==> src/rtl/assert_macros.svh <==
// Assertion macros shared by the transcoder RTL.
// Depends on nothing; included by the files that assert.
`ifndef ASSERT_MACROS_SVH
`define ASSERT_MACROS_SVH
`ifndef SYNTHESIS
`define ASSERT_CLK(lbl, clk, rst_n, prop, msg) \
    lbl: assert property (@(posedge clk) disable iff (!rst_n) (prop)) else $error(msg);
`define ASSERT_NEVER(lbl, clk, rst_n, cond, msg) \
    lbl: assert property (@(posedge clk) disable iff (!rst_n) !(cond)) else $error(msg);
`else
`define ASSERT_CLK(lbl, clk, rst_n, prop, msg)
`define ASSERT_NEVER(lbl, clk, rst_n, cond, msg)
`endif
`endif

==> src/rtl/u8u16_pkg.sv <==
// Shared types, constants and helpers of the UTF-8 to UTF-16 transcoder.
// Depends on nothing; used by every module of the block.
package u8u16_pkg;

    localparam logic [10:0] MAX_UNITS = 11'd2046;
    localparam logic [10:0] UNITS_CAP = 11'h7FF;
    localparam logic [6:0]  QMARK     = 7'h3F;
    localparam int          QDEPTH    = 4;
    localparam int          QAW       = $clog2(QDEPTH);

    // One request from the front: an optional code point, then an optional short unit
    typedef struct packed {
        logic        pa_en;
        logic [20:0] pa;
        logic        sb_en;
        logic [6:0]  sb_unit;
        logic        sb_last;
    } t_cmd;

    typedef struct packed {
        logic full;
        logic empty;
    } t_qstat;

    function automatic logic [10:0] f_sat_add(input logic [10:0] a, input logic [1:0] n);
        logic [11:0] s;
        s = {1'b0, a} + {10'b0, n};
        return s[11] ? UNITS_CAP : s[10:0];
    endfunction

    // Units a code point expands to: two for a surrogate pair
    function automatic logic [1:0] f_units(input logic [20:0] cp);
        return (cp[20:16] != 5'd0) ? 2'd2 : 2'd1;
    endfunction

endpackage

==> src/rtl/u8u16_front.sv <==
// Front of the transcoder: classifies each byte, keeps the sequence state and
// the unit count, and builds at most one request per byte. Depends on u8u16_pkg.
module u8u16_front (
    input  logic              i_clk,
    input  logic              i_rst_n,
    input  logic [7:0]        i_byte,
    input  logic              i_accept,
    output u8u16_pkg::t_cmd   o_cmd,
    output logic              o_cmd_en
);

    logic [20:0] r_acc, n_acc;
    logic [1:0]  r_rem, n_rem;
    logic [10:0] r_cnt, n_cnt;
    logic [10:0] cnt_mid;
    logic [20:0] shifted;
    u8u16_pkg::t_cmd cmd;

    always_comb begin
        n_acc   = r_acc;
        n_rem   = r_rem;
        n_cnt   = r_cnt;
        cnt_mid = r_cnt;
        shifted = {r_acc[14:0], i_byte[5:0]};
        cmd     = '0;
        if (i_byte == 8'd0) begin
            // flush any pending sequence, then terminate and clear
            cmd.pa_en   = (r_rem != 2'd0);
            cmd.pa      = r_acc;
            cmd.sb_en   = 1'b1;
            cmd.sb_unit = 7'd0;
            cmd.sb_last = 1'b1;
            n_acc = '0;
            n_rem = '0;
            n_cnt = '0;
        end else if (r_rem != 2'd0 && i_byte[7:6] == 2'b10) begin
            n_rem = r_rem - 2'd1;
            if (r_rem == 2'd1) begin
                cmd.pa_en = 1'b1;
                cmd.pa    = shifted;
                n_acc     = '0;
                n_cnt     = u8u16_pkg::f_sat_add(r_cnt, u8u16_pkg::f_units(shifted));
            end else begin
                n_acc = shifted;
            end
        end else begin
            if (r_rem != 2'd0) begin
                // sequence cut short: emit what was gathered
                cmd.pa_en = 1'b1;
                cmd.pa    = r_acc;
                n_acc     = '0;
                n_rem     = '0;
                cnt_mid   = u8u16_pkg::f_sat_add(r_cnt, u8u16_pkg::f_units(r_acc));
            end
            n_cnt = cnt_mid;
            // at the limit, drop the byte, whatever its kind
            if (cnt_mid < u8u16_pkg::MAX_UNITS) begin
                if (!i_byte[7]) begin
                    cmd.sb_en   = 1'b1;
                    cmd.sb_unit = i_byte[6:0];
                    n_cnt       = u8u16_pkg::f_sat_add(cnt_mid, 2'd1);
                end else if (i_byte[7:5] == 3'b110) begin
                    n_acc = {16'd0, i_byte[4:0]};
                    n_rem = 2'd1;
                end else if (i_byte[7:4] == 4'b1110) begin
                    n_acc = {17'd0, i_byte[3:0]};
                    n_rem = 2'd2;
                end else if (i_byte[7:3] == 5'b11110) begin
                    n_acc = {18'd0, i_byte[2:0]};
                    n_rem = 2'd3;
                end else begin
                    cmd.sb_en   = 1'b1;
                    cmd.sb_unit = u8u16_pkg::QMARK;
                    n_cnt       = u8u16_pkg::f_sat_add(cnt_mid, 2'd1);
                end
            end
        end
    end

    always_ff @(posedge i_clk) begin
        if (!i_rst_n) begin
            r_acc <= '0;
            r_rem <= '0;
            r_cnt <= '0;
        end else if (i_accept) begin
            r_acc <= n_acc;
            r_rem <= n_rem;
            r_cnt <= n_cnt;
        end
    end

    assign o_cmd    = cmd;
    assign o_cmd_en = cmd.pa_en | cmd.sb_en;

endmodule

==> src/rtl/u8u16_queue.sv <==
// Short request queue between front and back of the transcoder.
// Depends on u8u16_pkg.
module u8u16_queue (
    input  logic                 i_clk,
    input  logic                 i_rst_n,
    input  logic                 i_wr,
    input  u8u16_pkg::t_cmd      i_wr_data,
    input  logic                 i_rd,
    output u8u16_pkg::t_cmd      o_rd_data,
    output u8u16_pkg::t_qstat    o_stat
);

    u8u16_pkg::t_cmd r_mem [u8u16_pkg::QDEPTH];
    logic [u8u16_pkg::QAW-1:0] r_wp, r_rp;
    logic [u8u16_pkg::QAW:0]   r_cnt;

    always_ff @(posedge i_clk) begin
        if (i_wr) begin
            r_mem[r_wp] <= i_wr_data;
        end
    end

    always_ff @(posedge i_clk) begin
        if (!i_rst_n) begin
            r_wp  <= '0;
            r_rp  <= '0;
            r_cnt <= '0;
        end else begin
            if (i_wr) begin
                r_wp <= r_wp + 1'b1;
            end
            if (i_rd) begin
                r_rp <= r_rp + 1'b1;
            end
            r_cnt <= r_cnt + (u8u16_pkg::QAW+1)'(i_wr) - (u8u16_pkg::QAW+1)'(i_rd);
        end
    end

    assign o_rd_data    = r_mem[r_rp];
    assign o_stat.full  = (r_cnt == (u8u16_pkg::QAW+1)'(u8u16_pkg::QDEPTH));
    assign o_stat.empty = (r_cnt == '0);

endmodule

==> src/rtl/u8u16_back.sv <==
// Back of the transcoder: takes requests from the queue and presents their
// UTF-16 units one at a time, splitting surrogate pairs. Depends on u8u16_pkg.
`include "assert_macros.svh"
module u8u16_back (
    input  logic                i_clk,
    input  logic                i_rst_n,
    input  u8u16_pkg::t_qstat   i_qstat,
    input  u8u16_pkg::t_cmd     i_qdata,
    output logic                o_qrd,
    input  logic                i_pop,
    output logic                o_empty,
    output logic [15:0]         o_code_unit,
    output logic                o_end_of_string
);

    typedef enum logic [1:0] {ST_IDLE, ST_POINT, ST_LOW, ST_SECOND} t_state;

    t_state          r_state, n_state, after;
    u8u16_pkg::t_cmd r_cmd;
    logic            surr;
    logic            last_unit;
    logic            load;
    logic [20:0]     v;

    assign surr = (r_cmd.pa[20:16] != 5'd0);
    assign v    = r_cmd.pa - 21'h10000;

    always_comb begin
        after = ST_IDLE;
        case (r_state)
            ST_POINT:  after = surr ? ST_LOW : (r_cmd.sb_en ? ST_SECOND : ST_IDLE);
            ST_LOW:    after = r_cmd.sb_en ? ST_SECOND : ST_IDLE;
            default:   after = ST_IDLE;
        endcase
    end

    assign last_unit = (after == ST_IDLE);
    assign load      = !i_qstat.empty && (r_state == ST_IDLE || (i_pop && last_unit));
    assign o_qrd     = load;

    always_comb begin
        n_state = r_state;
        if (load) begin
            n_state = i_qdata.pa_en ? ST_POINT : ST_SECOND;
        end else if (r_state != ST_IDLE && i_pop) begin
            n_state = after;
        end
    end

    always_ff @(posedge i_clk) begin
        if (!i_rst_n) begin
            r_state <= ST_IDLE;
        end else begin
            r_state <= n_state;
        end
        if (load) begin
            r_cmd <= i_qdata;
        end
    end

    always_comb begin
        case (r_state)
            ST_POINT:  o_code_unit = surr ? (16'hD800 | {5'd0, v[20:10]}) : r_cmd.pa[15:0];
            ST_LOW:    o_code_unit = 16'hDC00 | {6'd0, v[9:0]};
            ST_SECOND: o_code_unit = {9'd0, r_cmd.sb_unit};
            default:   o_code_unit = 16'd0;
        endcase
    end

    assign o_empty         = (r_state == ST_IDLE);
    assign o_end_of_string = (r_state == ST_SECOND) && r_cmd.sb_last;

    `ASSERT_CLK(a_low_is_pair, i_clk, i_rst_n, (r_state == ST_LOW) |-> (r_cmd.pa_en && surr), "low surrogate without a pair")
    `ASSERT_CLK(a_second_en, i_clk, i_rst_n, (r_state == ST_SECOND) |-> r_cmd.sb_en, "second unit not requested")
    `ASSERT_NEVER(a_rd_empty, i_clk, i_rst_n, o_qrd && i_qstat.empty, "read from empty queue")
    `ASSERT_CLK(a_eos_zero, i_clk, i_rst_n, o_end_of_string |-> (o_code_unit == 16'd0), "terminator not zero")

endmodule

==> src/rtl/utf8_to_utf16_decoder.sv <==
// Top level of the UTF-8 to UTF-16 transcoder: front, request queue, back.
// Depends on u8u16_pkg, u8u16_front, u8u16_queue and u8u16_back.
//
//  channel | ports                          | accepted when
//  --------+--------------------------------+-------------------
//  bytes   | i_in_byte, push, full          | push && !full
//  units   | o_code_unit, o_end_of_string,  | pop && !empty
//          | empty, pop                     |
//
// One byte is taken per cycle while the four-entry request queue has room.
// The back presents one unit per cycle while pop is high; a byte yielding two or
// three units holds the back for each of them and the queue absorbs the difference.
// At the earliest, a unit shows once its request has passed the queue and r_cmd.
// Reset is synchronous and clears the sequence state, the count and the queue.
module utf8_to_utf16_decoder (
    input  logic        i_clk,
    input  logic        i_rst_n,
    input  logic [7:0]  i_in_byte,
    input  logic        push,
    output logic        full,
    output logic [15:0] o_code_unit,
    output logic        o_end_of_string,
    output logic        empty,
    input  logic        pop
);

    u8u16_pkg::t_cmd   cmd, qdata;
    u8u16_pkg::t_qstat qstat;
    logic              cmd_en;
    logic              accept;
    logic              qrd;

    assign accept = push && !qstat.full;
    assign full   = qstat.full;

    u8u16_front u_front (
        .i_clk    (i_clk),
        .i_rst_n  (i_rst_n),
        .i_byte   (i_in_byte),
        .i_accept (accept),
        .o_cmd    (cmd),
        .o_cmd_en (cmd_en)
    );

    u8u16_queue u_queue (
        .i_clk     (i_clk),
        .i_rst_n   (i_rst_n),
        .i_wr      (accept && cmd_en),
        .i_wr_data (cmd),
        .i_rd      (qrd),
        .o_rd_data (qdata),
        .o_stat    (qstat)
    );

    u8u16_back u_back (
        .i_clk           (i_clk),
        .i_rst_n         (i_rst_n),
        .i_qstat         (qstat),
        .i_qdata         (qdata),
        .o_qrd           (qrd),
        .i_pop           (pop),
        .o_empty         (empty),
        .o_code_unit     (o_code_unit),
        .o_end_of_string (o_end_of_string)
    );

endmodule

==> config.mk <==
export PLATFORM = sky130hd
export DESIGN_NAME = utf8_to_utf16_decoder
export DESIGN_NICKNAME = d
export VERILOG_FILES = /design/src/rtl/u8u16_pkg.sv /design/src/rtl/u8u16_front.sv /design/src/rtl/u8u16_queue.sv /design/src/rtl/u8u16_back.sv /design/src/rtl/utf8_to_utf16_decoder.sv
export VERILOG_INCLUDE_DIRS = /design/src /design/src/rtl
export SDC_FILE = /design/constraint.sdc
export NUM_CORES = 1
export LEC_CHECK = 0
export BUFFER_PORTS_ARGS = -buffer_cell sky130_fd_sc_hd__buf_2
export CAP_MARGIN = 20
export CORE_UTILIZATION = 50
export CTS_BUF_LIST = sky130_fd_sc_hd__clkbuf_16
export CTS_CLUSTER_SIZE = 24
export DETAILED_ROUTE_END_ITERATION = 10
export PLACE_DENSITY = 0.66
export SLEW_MARGIN = 20
export SYNTH_ARGS = -nofsm -noshare
export SYNTH_HDL_FRONTEND = slang
export SYNTH_SLANG_ARGS = --single-unit
==> constraint.sdc <==
create_clock -name i_clk -period 5.48 [get_ports i_clk]
set_clock_uncertainty 0.1 [all_clocks]
set_input_delay 0.274 -clock i_clk [delete_from_list [all_inputs] [get_ports i_clk]]
set_output_delay 0.274 -clock i_clk [all_outputs]
set_load 0.1 [all_outputs]
# Word level (Yosys, flattened, before mapping)
# Memories as Yosys holds them, arrays and structs flattened. A register that Yosys moved wholly into a read port is not among the register bits.
# Cells that the tools add are included.
dict set report classes {
  n_addsub 9
  magnitude_cmp 1
  eq_ne 10
  muxes 56
  bitwise 1
  n_reduce_logical 21
}
# cell n
set ops {}
lappend ops {{$mux W21} 9}
lappend ops {{$mux W11} 14}
lappend ops {{$mux W22} 3}
lappend ops {{$mux W8} 6}
lappend ops {{$pmux W16 S3} 1}
lappend ops {{$mux W2} 17}
lappend ops {{$mux W30} 1}
lappend ops {{$add A11 B2 Y12} 2}
lappend ops {{$sub A21 B17 Y21 const B} 1}
lappend ops {{$mux W16} 1}
lappend ops {{$reduce_bool A5 Y1} 3}
lappend ops {{$add A11 B1 Y12 const B} 1}
lappend ops {{$lt A11 B11 Y1 const B} 1}
lappend ops {{$logic_not A8 Y1} 1}
lappend ops {{$logic_and A1 B1 Y1} 7}
lappend ops {{$eq A2 B2 Y1 const B} 3}
lappend ops {{$eq A3 B3 Y1 const B} 2}
lappend ops {{$reduce_bool A2 Y1} 3}
lappend ops {{$eq A5 B5 Y1 const B} 1}
lappend ops {{$add A2 B1 Y2 const B} 2}
lappend ops {{$eq A2 B1 Y1 const B} 2}
lappend ops {{$eq A4 B4 Y1 const B} 1}
lappend ops {{$logic_not A2 Y1} 2}
lappend ops {{$pmux W2 S2} 1}
lappend ops {{other kinds (10)} 13}
dict set report word_totals {
  ff_bits 73
  ramBits 124
  inputBits 12
  output_inout_bits 19
  wordCells 110
  mem_count 1
}
# name depth word_bits rd rd_ports_with_merged_regs wr line
set memory_table {}
lappend memory_table {u_queue.r_mem 4 31 1 1 1 u8u16_queue.sv:13} ;# u8u16_pkg::t_cmd r_mem [u8u16_pkg::QDEPTH];

# Longest topological paths before layout
# Gate-level depths: netlist (run 1).
dict set report depth {
  word_depth 16
  mapped_depth 21
}

# Cells and area by module
# From an unflattened synthesis (run 1), not the netlist that was laid out.
dict set report hier_totals {
  cells_unflattened 755
  hier_area_um2 9621.7
}
# mod n_inst cells_per_inst area_per_inst_um2 seq_area_each_um2
set modules_own_cells {}
lappend modules_own_cells {u8u16_queue 1 204 4917.2 3903.7}
lappend modules_own_cells {u8u16_front 1 427 3150.5 680.7}
lappend modules_own_cells {u8u16_back 1 122 1539.0 940.9}
lappend modules_own_cells {utf8_to_utf16_decoder 1 2 15.0 0.0}

# Worst setup path before layout (run 1)
# No wires, ideal clock.
dict set report synth_path {
  path_kind {register -> output}
  from {register u_back.r_cmd[25] (netlist name)}
  to {output port o_code_unit[13]}
  arrival_time_ns 4.462
  required_ns 5.106
  path_slack_ns 0.644
  path_stages_with_launch 8
  path_cell_list {edfxtp_1 > inv_1 > ha_1 > nand2b_1 > or3_1 > clkbuf_1 > clkbuf_1 > nor4b_1}
}
dict set report synth_between {
  elab_chain_len 3
}
# item line
set synth_lines {}
lappend synth_lines {{from (decl)} u8u16_back.sv:19} ;# u8u16_pkg::t_cmd r_cmd;
lappend synth_lines {{from (signal assigned)} u8u16_back.sv:57} ;# r_cmd <= i_qdata;
lappend synth_lines {{$reduce_bool A5 Y1} u8u16_back.sv:25} ;# assign surr = (r_cmd.pa[20:16] != 5'd0);
lappend synth_lines {{$mux W16} u8u16_back.sv:63} ;# ST_POINT: o_code_unit = surr ? (16'hD800 | {5'd0, v[20:10]}) : r_cmd.pa[15:0];
lappend synth_lines {{$pmux W16 S3} u8u16_back.sv:62} ;# case (r_state)
lappend synth_lines {{to (decl)} utf8_to_utf16_decoder.sv:21} ;# output logic [15:0] o_code_unit,
# No other way between the ends.

# Worst setup path in the final report (run 1)
dict set report layout_path {
  from {register u_front.r_rem[0]}
  to {register u_queue.r_cnt[2] (netlist name)}
}
dict set report layout_between {
  elab_chain_len 12
  elab_cells_between_ends 17
  classes_between {add/sub: 2; order compare: 1; eq/ne: 1; mux: 9; bitwise: 1; reduce/logical: 3}
}
# item line
set layout_lines {}
lappend layout_lines {{from (decl)} u8u16_front.sv:13} ;# logic [1:0] r_rem, n_rem;
lappend layout_lines {{from (signal assigned)} u8u16_front.sv:87} ;# r_rem <= n_rem;
lappend layout_lines {{$reduce_bool A2 Y1} {u8u16_front.sv:28, u8u16_front.sv:36, u8u16_front.sv:47}}
lappend layout_lines {{$mux W11} u8u16_front.sv:47} ;# if (r_rem != 2'd0) begin
lappend layout_lines {{$mux W11} u8u16_front.sv:36} ;# end else if (r_rem != 2'd0 && i_byte[7:6] == 2'b10) begin
lappend layout_lines {{$mux W11} u8u16_front.sv:26} ;# if (i_byte == 8'd0) begin
lappend layout_lines {{$lt A11 B11 Y1} u8u16_front.sv:57} ;# if (cnt_mid < u8u16_pkg::MAX_UNITS) begin
lappend layout_lines {{$mux W8} u8u16_front.sv:57}
lappend layout_lines {{$mux W8} u8u16_front.sv:36}
lappend layout_lines {{$mux W30 *} u8u16_front.sv:26}
lappend layout_lines {{$or A1 B1 Y1 *} u8u16_front.sv:93} ;# assign o_cmd_en = cmd.pa_en | cmd.sb_en;
lappend layout_lines {{$logic_and A1 B1 Y1 *} utf8_to_utf16_decoder.sv:48} ;# .i_wr (accept && cmd_en),
lappend layout_lines {{$add A3 B1 Y3 *} u8u16_queue.sv:35} ;# r_cnt <= r_cnt + (u8u16_pkg::QAW+1)'(i_wr) - (u8u16_pkg::QAW+1)'(i_rd);
lappend layout_lines {{$sub A3 B1 Y3 *} u8u16_queue.sv:35}
lappend layout_lines {{to (signal assigned)} u8u16_queue.sv:35}
lappend layout_lines {{to (decl)} u8u16_queue.sv:15} ;# logic [u8u16_pkg::QAW:0] r_cnt;
# Every way passes the cells marked *; elsewhere a longest branch is shown, timed or not. The select of a mux whose other input is x is not followed.
# A chain may end at the register's enable or synchronous reset.

==> results of run 1 <==
## report_power, final
part	switching [mW]	leakage, nW	internal [mW]	total (mW)
Clock	0.544	0.264	0.585	1.13
Sequential	0.176	1.85	1.96	2.13
Combinational	0.936	1.36	0.461	1.40
Total	1.66	3.47	3.00	4.66
## final cells by class
type,count,area [um2],area share [%]
flip-flops and latches,199,5530,54.8
multi-input cells,441,3460,34.3
clock buffers,17,425,4.21
well taps,229,287,2.84
repair buffers,39,218,2.16
clock inverters,15,106,1.05
inverters,19,71.3,0.707
## routing by layer
layer | vias up | track usage [%] | part of all wire [%] | wire [um]
met1 | 2968 | 28.0 | 45 | 8800
met4 | 0 | 6.88 | 0.76 | 148
met2 | 145 | 36.4 | 51 | 9890
met5 | - | 0 | 0 | 0
met3 | 11 | 3.87 | 3.6 | 700
li1 | 2700 | - | - | -
## sequential cells by signal (all words and copies together), names as in the netlist, named ones only
name / count
u_queue.r_wp: 2
u_front.r_acc: 21
u_front.r_rem: 2
u_front.r_cnt: 11
u_queue.r_cnt: 3
u_queue.r_mem: 124
u_back.r_cmd: 30
u_back.r_state: 2
u_queue.r_rp: 2
## worst paths after layout
check                                       from                end  slack (ps)  cells after the start
worst max-delay path            u_front.r_rem[0]   u_queue.r_cnt[2]         590                     17
worst min-delay path                         pop  u_back.r_state[1]          50                      3
worst max register to register  u_front.r_rem[0]   u_queue.r_cnt[2]         590                     17
worst min register to register  u_front.r_cnt[0]   u_front.r_cnt[0]         420                      2
## cells by family (layout without fill, tap and decap cells)
| group | count (synthesis) | count (layout) | share of synthesized area (%) |
|---|---|---|---|
| AND/OR/NAND/NOR | 198 | 198 | 10.9 |
| AO/OA/AOI/OAI | 159 | 159 | 12.6 |
| buffers and inverters | 59 | 90 | 2.76 |
| XOR/XNOR | 23 | 23 | 2.18 |
| flip-flops | 199 | 199 | 59.8 |
| adder cells (fa/ha/maj) | 22 | 22 | 3.22 |
| multiplexers | 39 | 39 | 8.45 |
## placed cells by master, fill, tap and decap left out, types with 5 or more instances in the layout
cell type  Yosys  layout
o21ai_1        5       6
xor2_1         8       8
clkbuf_16      0      17
inv_1         19      21
nand3_1        7       7
buf_4          1       9
nor3_1        11      11
edfxtp_1     154     154
nand2_1       56      56
and2_1        13      13
nor2b_1       26      26
mux2i_1        6       6
a22oi_1       21      21
a222oi_1       6       6
a22o_1        25      25
nor2_1        47      46
o211ai_1       6       6
mux4_2        31      31
buf_2          6      30
xnor2_1       15      15
nor4_1         5       5
o21ai_0       30      29
a21o_1         5       5
ha_1          19      19
dfxtp_1       45      43
a21oi_1       24      24
a21boi_1       5       5
## metrics by stage
stage	total power, mW	area [um2]	cells
after CTS	4.69	10100	959
after floorplan	3.22	9240	699
after detailed placement	3.57	9560	927
after global routing	4.87	10100	959
final	4.66	10100	959
after global placement	3.52	9560	927
## worst max-delay path, stage by stage, from the launching register on
cell and delay, ps:
dfxtp_1 430, inv_1 80, ha_1 360, nand2b_1 300, nor4_1 730, nor3_1 180, or4b_1 730, o211ai_4 330
a31oi_4 160, inv_1 90, ha_1 220, inv_1 60, ha_1 130, inv_1 50, fa_1 400, xnor2_1 200
xnor2_1 80, and2_1 150
==> results.sh, run 1 <==
export IMPL_status="finished clean"
export IMPL_setup_viol=0
export IMPL_area_growth_pct=9.28
export IMPL_htree_levels=4
export IMPL_port_buffers=30
export IMPL_dr_first_iter_drc_count=405
export IMPL_die_width_um=138
export IMPL_post_route_drc_count=0
export IMPL_final_core_util_pct=56.0
export IMPL_gp_congestion=0.841
export IMPL_cts_sinks=199
export IMPL_synth_area_um2=9240
export IMPL_relSlewSlack_pct=41.6
export IMPL_fp_dieH_um=138
export IMPL_whs_ps=48.1
export IMPL_netlist_top_cells_area="edfxtp_1 (50%), dfxtp_1 (9.8%), mux4_2 (7.6%)"
export IMPL_start_util_pct=51.2
export IMPL_vias=5824
export IMPL_fmax_ghz=0.205
export IMPL_vias_per_cell=6.07
export IMPL_synth_seq_cells=199
export IMPL_fp_dieArea_um2=19000
export IMPL_ir_drop_mv=0.460
export IMPL_worst_slack_ps=590
export IMPL_synth_top_area_cell="edfxtp_1"
export IMPL_synth_net_count=733
export IMPL_synth_top_cells_by_count="edfxtp_1 (154), nand2_1 (56), nor2_1 (47)"
export IMPL_drv_cap=0
export IMPL_grt_pass1_wl_um=29900
export IMPL_seq_area_frac_synth_pct=59.8
export IMPL_place_ws_ps=603
export IMPL_routedWlPerCell_um=20.4
export IMPL_clock_latency_ps=420
export IMPL_required_ps=5700
export IMPL_synthArstFlopShare_pct=0
export IMPL_crit_path_max_fanout=12
export IMPL_tns_ps=0
export IMPL_cts_resized_gates=0
export IMPL_antenna_found_initial=0
export IMPL_cts_setup_buffers=0
export IMPL_grt_pass1_vias=5608
export IMPL_path_class="flip-flop to flip-flop"
export IMPL_antenna_cells=0
export IMPL_clk_pin_slew_ps=70
export IMPL_hold_viol=0
export IMPL_hold_buffers=0
export IMPL_ys_types=68
export IMPL_ant_nets=0
export IMPL_cts_max_path_buffers=2
export IMPL_grt_overflow=0
export IMPL_finalMaxSlewViolations=0
export IMPL_drive_gt1_share_pct=15.5
export IMPL_grt_max_degree=47
export IMPL_core_area_um2=18000
export IMPL_min_delay_path_class="primary input to flip-flop"
export IMPL_cp_end_kind="flip-flop"
export IMPL_synth_most_common_cell="edfxtp_1"
export IMPL_syn_inst=699
export IMPL_dpl_hpwl_um=13200
export IMPL_grtUsageTotal_pct=21.5
export IMPL_fin_crit_sh_pct=89.2
export IMPL_startpoint_type="flip-flop"
export IMPL_power_density_nw_per_um2=461
export IMPL_synth_top_area_share_pct=50.1
export IMPL_period_minus_slack_ps=4890
export IMPL_io_pins=31
export IMPL_tightest_slew_ps=873
export IMPL_nets=751
export IMPL_wl_um=19500
export IMPL_yosysWarnings=0
export IMPL_firstDrtPassIters=7
export IMPL_clock_root_buffer="clkbuf_16"
export IMPL_ys_flop_type="edfxtp_1"
export IMPL_rsz0062_at_grt="no"
export IMPL_cts_made_buffers=17
export IMPL_rows=49
export IMPL_leakage_nw=3.47
export IMPL_cts_tree="done"
export IMPL_synth_edf_count=154
export IMPL_syn_avg_cell_area_um2=13.2
export IMPL_crit_arrival_ps=5110
export IMPL_nFillCells=1482
(Power assumes the default switching activity.)
==> inputs of run 2 (changes only) <==
ABC_CLOCK_PERIOD_IN_PS = 5480   (was default)
PLACE_DENSITY = 0.73   (was 0.66)
==> run 2 against run 1 <==
Sequential share of layout area is 0.42 points lower. Die area unchanged. Via count decreased by 0.60%. Clock-buffer cell count stayed put. Largest cell class unchanged. Wire length decreased by 2.6%. Sequential power about the same. Critical path depth did not move. Power grew 2.5%. Largest power group unchanged.
==> results.sh, run 2 (same netlist as run 1, synthesis figures left out) <==
export IMPL_setup_viol=0
export IMPL_io_pins=31
export IMPL_routedWlPerCell_um=19.9
export IMPL_cts_setup_buffers=0
export IMPL_combPwrFrac_pct=28.9
export IMPL_status="finished clean"
export IMPL_cts_resized_gates=0
export IMPL_regArea_um2=5530
export IMPL_fp_dieArea_um2=19000
export IMPL_grt_pass1_vias=5479
export IMPL_fp_dieH_um=138
export IMPL_grt_max_degree=47
export IMPL_crit_path_max_fanout=12
export IMPL_start_util_pct=51.2
export IMPL_antenna_cells=0
export IMPL_final_common_cell="edfxtp_1"
export IMPL_vias=5789
export IMPL_wl_um=19000
export IMPL_htree_levels=4
export IMPL_fmax_ghz=0.208
export IMPL_die_width_um=138
export IMPL_grtUsageTotal_pct=21.1
export IMPL_cts_made_buffers=17
export IMPL_critPathMaxStageDelay_ps=730
export IMPL_path_delay_family="simple AND/OR/NAND/NOR gates"
export IMPL_nets=751
export IMPL_cts_sinks=199
export IMPL_r2r_end="u_queue.r_cnt[2]"
export IMPL_power_switching_mw=1.67
export IMPL_pwr_share_clk_pct=26.4
export IMPL_r2r_cells=17
export IMPL_drv_cap=0
export IMPL_cts_tree="done"
export IMPL_period_minus_slack_ps=4810
export IMPL_tightest_slew_ps=837
export IMPL_rsz0062_at_grt="no"
export IMPL_crit_arrival_ps=5030
export IMPL_required_ps=5700
export IMPL_worstPathCellList="inv_1 > ha_1 > nand2b_1 > nor4_1 > nor3_1 > or4b_1 > o211ai_4 > a31oi_4 > inv_1 > ha_1 > inv_1 > ha_1 > inv_1 > fa_1 > xnor2_1 > xnor2_1 > and2_1"
export IMPL_ant_nets=0
export IMPL_largest_register_ff_count=124
export IMPL_gp_congestion=0.908
export IMPL_cp_startpoint="u_front.r_rem[0]"
export IMPL_clk_pin_slew_ps=70
export IMPL_clock_root_buffer="clkbuf_16"
export IMPL_dpl_hpwl_um=12900
export IMPL_tns_ps=0
export IMPL_dr_first_iter_drc_count=587
export IMPL_firstDrtPassIters=5
export IMPL_total_power_mw=4.78
export IMPL_p_int_mw=3.11
export IMPL_layout_common_cells="edfxtp_1 (154), nand2_1 (56), nor2_1 (46)"
export IMPL_path_buf_inv=4
export IMPL_largest_register="u_queue.r_mem"
export IMPL_leakage_nw=3.51
export IMPL_grt_overflow=0
export IMPL_hold_viol=0
export IMPL_drive_gt1_share_pct=15.9
export IMPL_cp_end_kind="flip-flop"
export IMPL_port_buffers=30
export IMPL_clock_latency_ps=430
export IMPL_multiInputGateArea_um2=3460
export IMPL_critPathSlowestCell="or4b_1"
export IMPL_grt_pass1_wl_um=29800
export IMPL_post_route_drc_count=0
export IMPL_worstSetupEndpoint="u_queue.r_cnt[2]"
export IMPL_fin_crit_sh_pct=87.8
export IMPL_crit_cells=17
export IMPL_finalMaxSlewViolations=0
export IMPL_antenna_found_initial=0
export IMPL_relSlewSlack_pct=43.8
export IMPL_rr_startpoint="u_front.r_rem[0]"
export IMPL_p_seq_share_pct=44.7
export IMPL_cts_max_path_buffers=2
export IMPL_power_density_nw_per_um2=470
export IMPL_rrSetupSlack_ps=670
export IMPL_reg_top3="u_queue.r_mem (124), u_back.r_cmd (30), u_front.r_acc (21)"
export IMPL_path_class="flip-flop to flip-flop"
export IMPL_swShare_pct=34.9
export IMPL_vias_per_cell=6.04
export IMPL_rows=49
export IMPL_area_growth_pct=10.1
export IMPL_hold_buffers=0
export IMPL_startpoint_type="flip-flop"
export IMPL_cp_common_cell="inv_1"
export IMPL_ir_drop_mv=0.533
export IMPL_min_delay_path_class="primary input to flip-flop"
export IMPL_nFillCells=1421
export IMPL_core_area_um2=18000
## run 2: how the worst min path moves through the flow
stage / to / cells past startpoint / start / slack, ps
2_1_floorplan: u_front.r_acc[0] / 1 / i_in_byte[0] / 300
3_3_place_gp: u_front.r_cnt[0] / 2 / u_front.r_cnt[0] / 390
3_5_place_dp: u_front.r_cnt[0] / 2 / u_front.r_cnt[0] / 400
4_1_cts: u_front.r_acc[1] / 2 / i_in_byte[1] / 40
5_1_grt: u_front.r_acc[0] / 2 / i_in_byte[0] / 50
6_report: u_front.r_acc[1] / 2 / i_in_byte[1] / 70
## run 2: layer usage
layer | GRT usage, % | vias up | wire, um
li1 | - | 2710 | -
met1 | 29.6 | 2817 | 8560
met2 | 33.3 | 228 | 8900
met3 | 3.87 | 34 | 1190
met4 | 7.19 | 0 | 394
met5 | 0 | - | 0
## run 2: layout make-up
type	instances	area share, %
Multi-Input combinational cell	441	34.0
Tap cell	229	2.82
Sequential cell	199	54.3
Timing Repair Buffer	39	2.14
Clock inverter	15	1.81
Inverter	19	0.701
Clock buffer	17	4.18
## run 2: stage by stage
stage	instance area (um2)	std cells	util, %	setup WS, ps	hold WS, ps
after floorplan	9240	699	-	644	300
after global placement	9560	927	53.0	761	390
after detailed placement	9560	927	53.0	657	404
after CTS	10200	959	56.4	649	37.9
after global routing	10200	959	56.4	298	48.1
final	10200	959	56.4	668	66.0
## run 2: power by group through the flow
stage                     Combinational (mW)  Clock (mW)  Sequential, mW
after global placement                  1.35           0            2.15
final                                   1.38        1.26            2.13
after detailed placement                1.38           0            2.16
after floorplan                         1.14           0            2.07
after CTS                               1.39        1.29            2.13
after global routing                    1.50        1.34            2.16
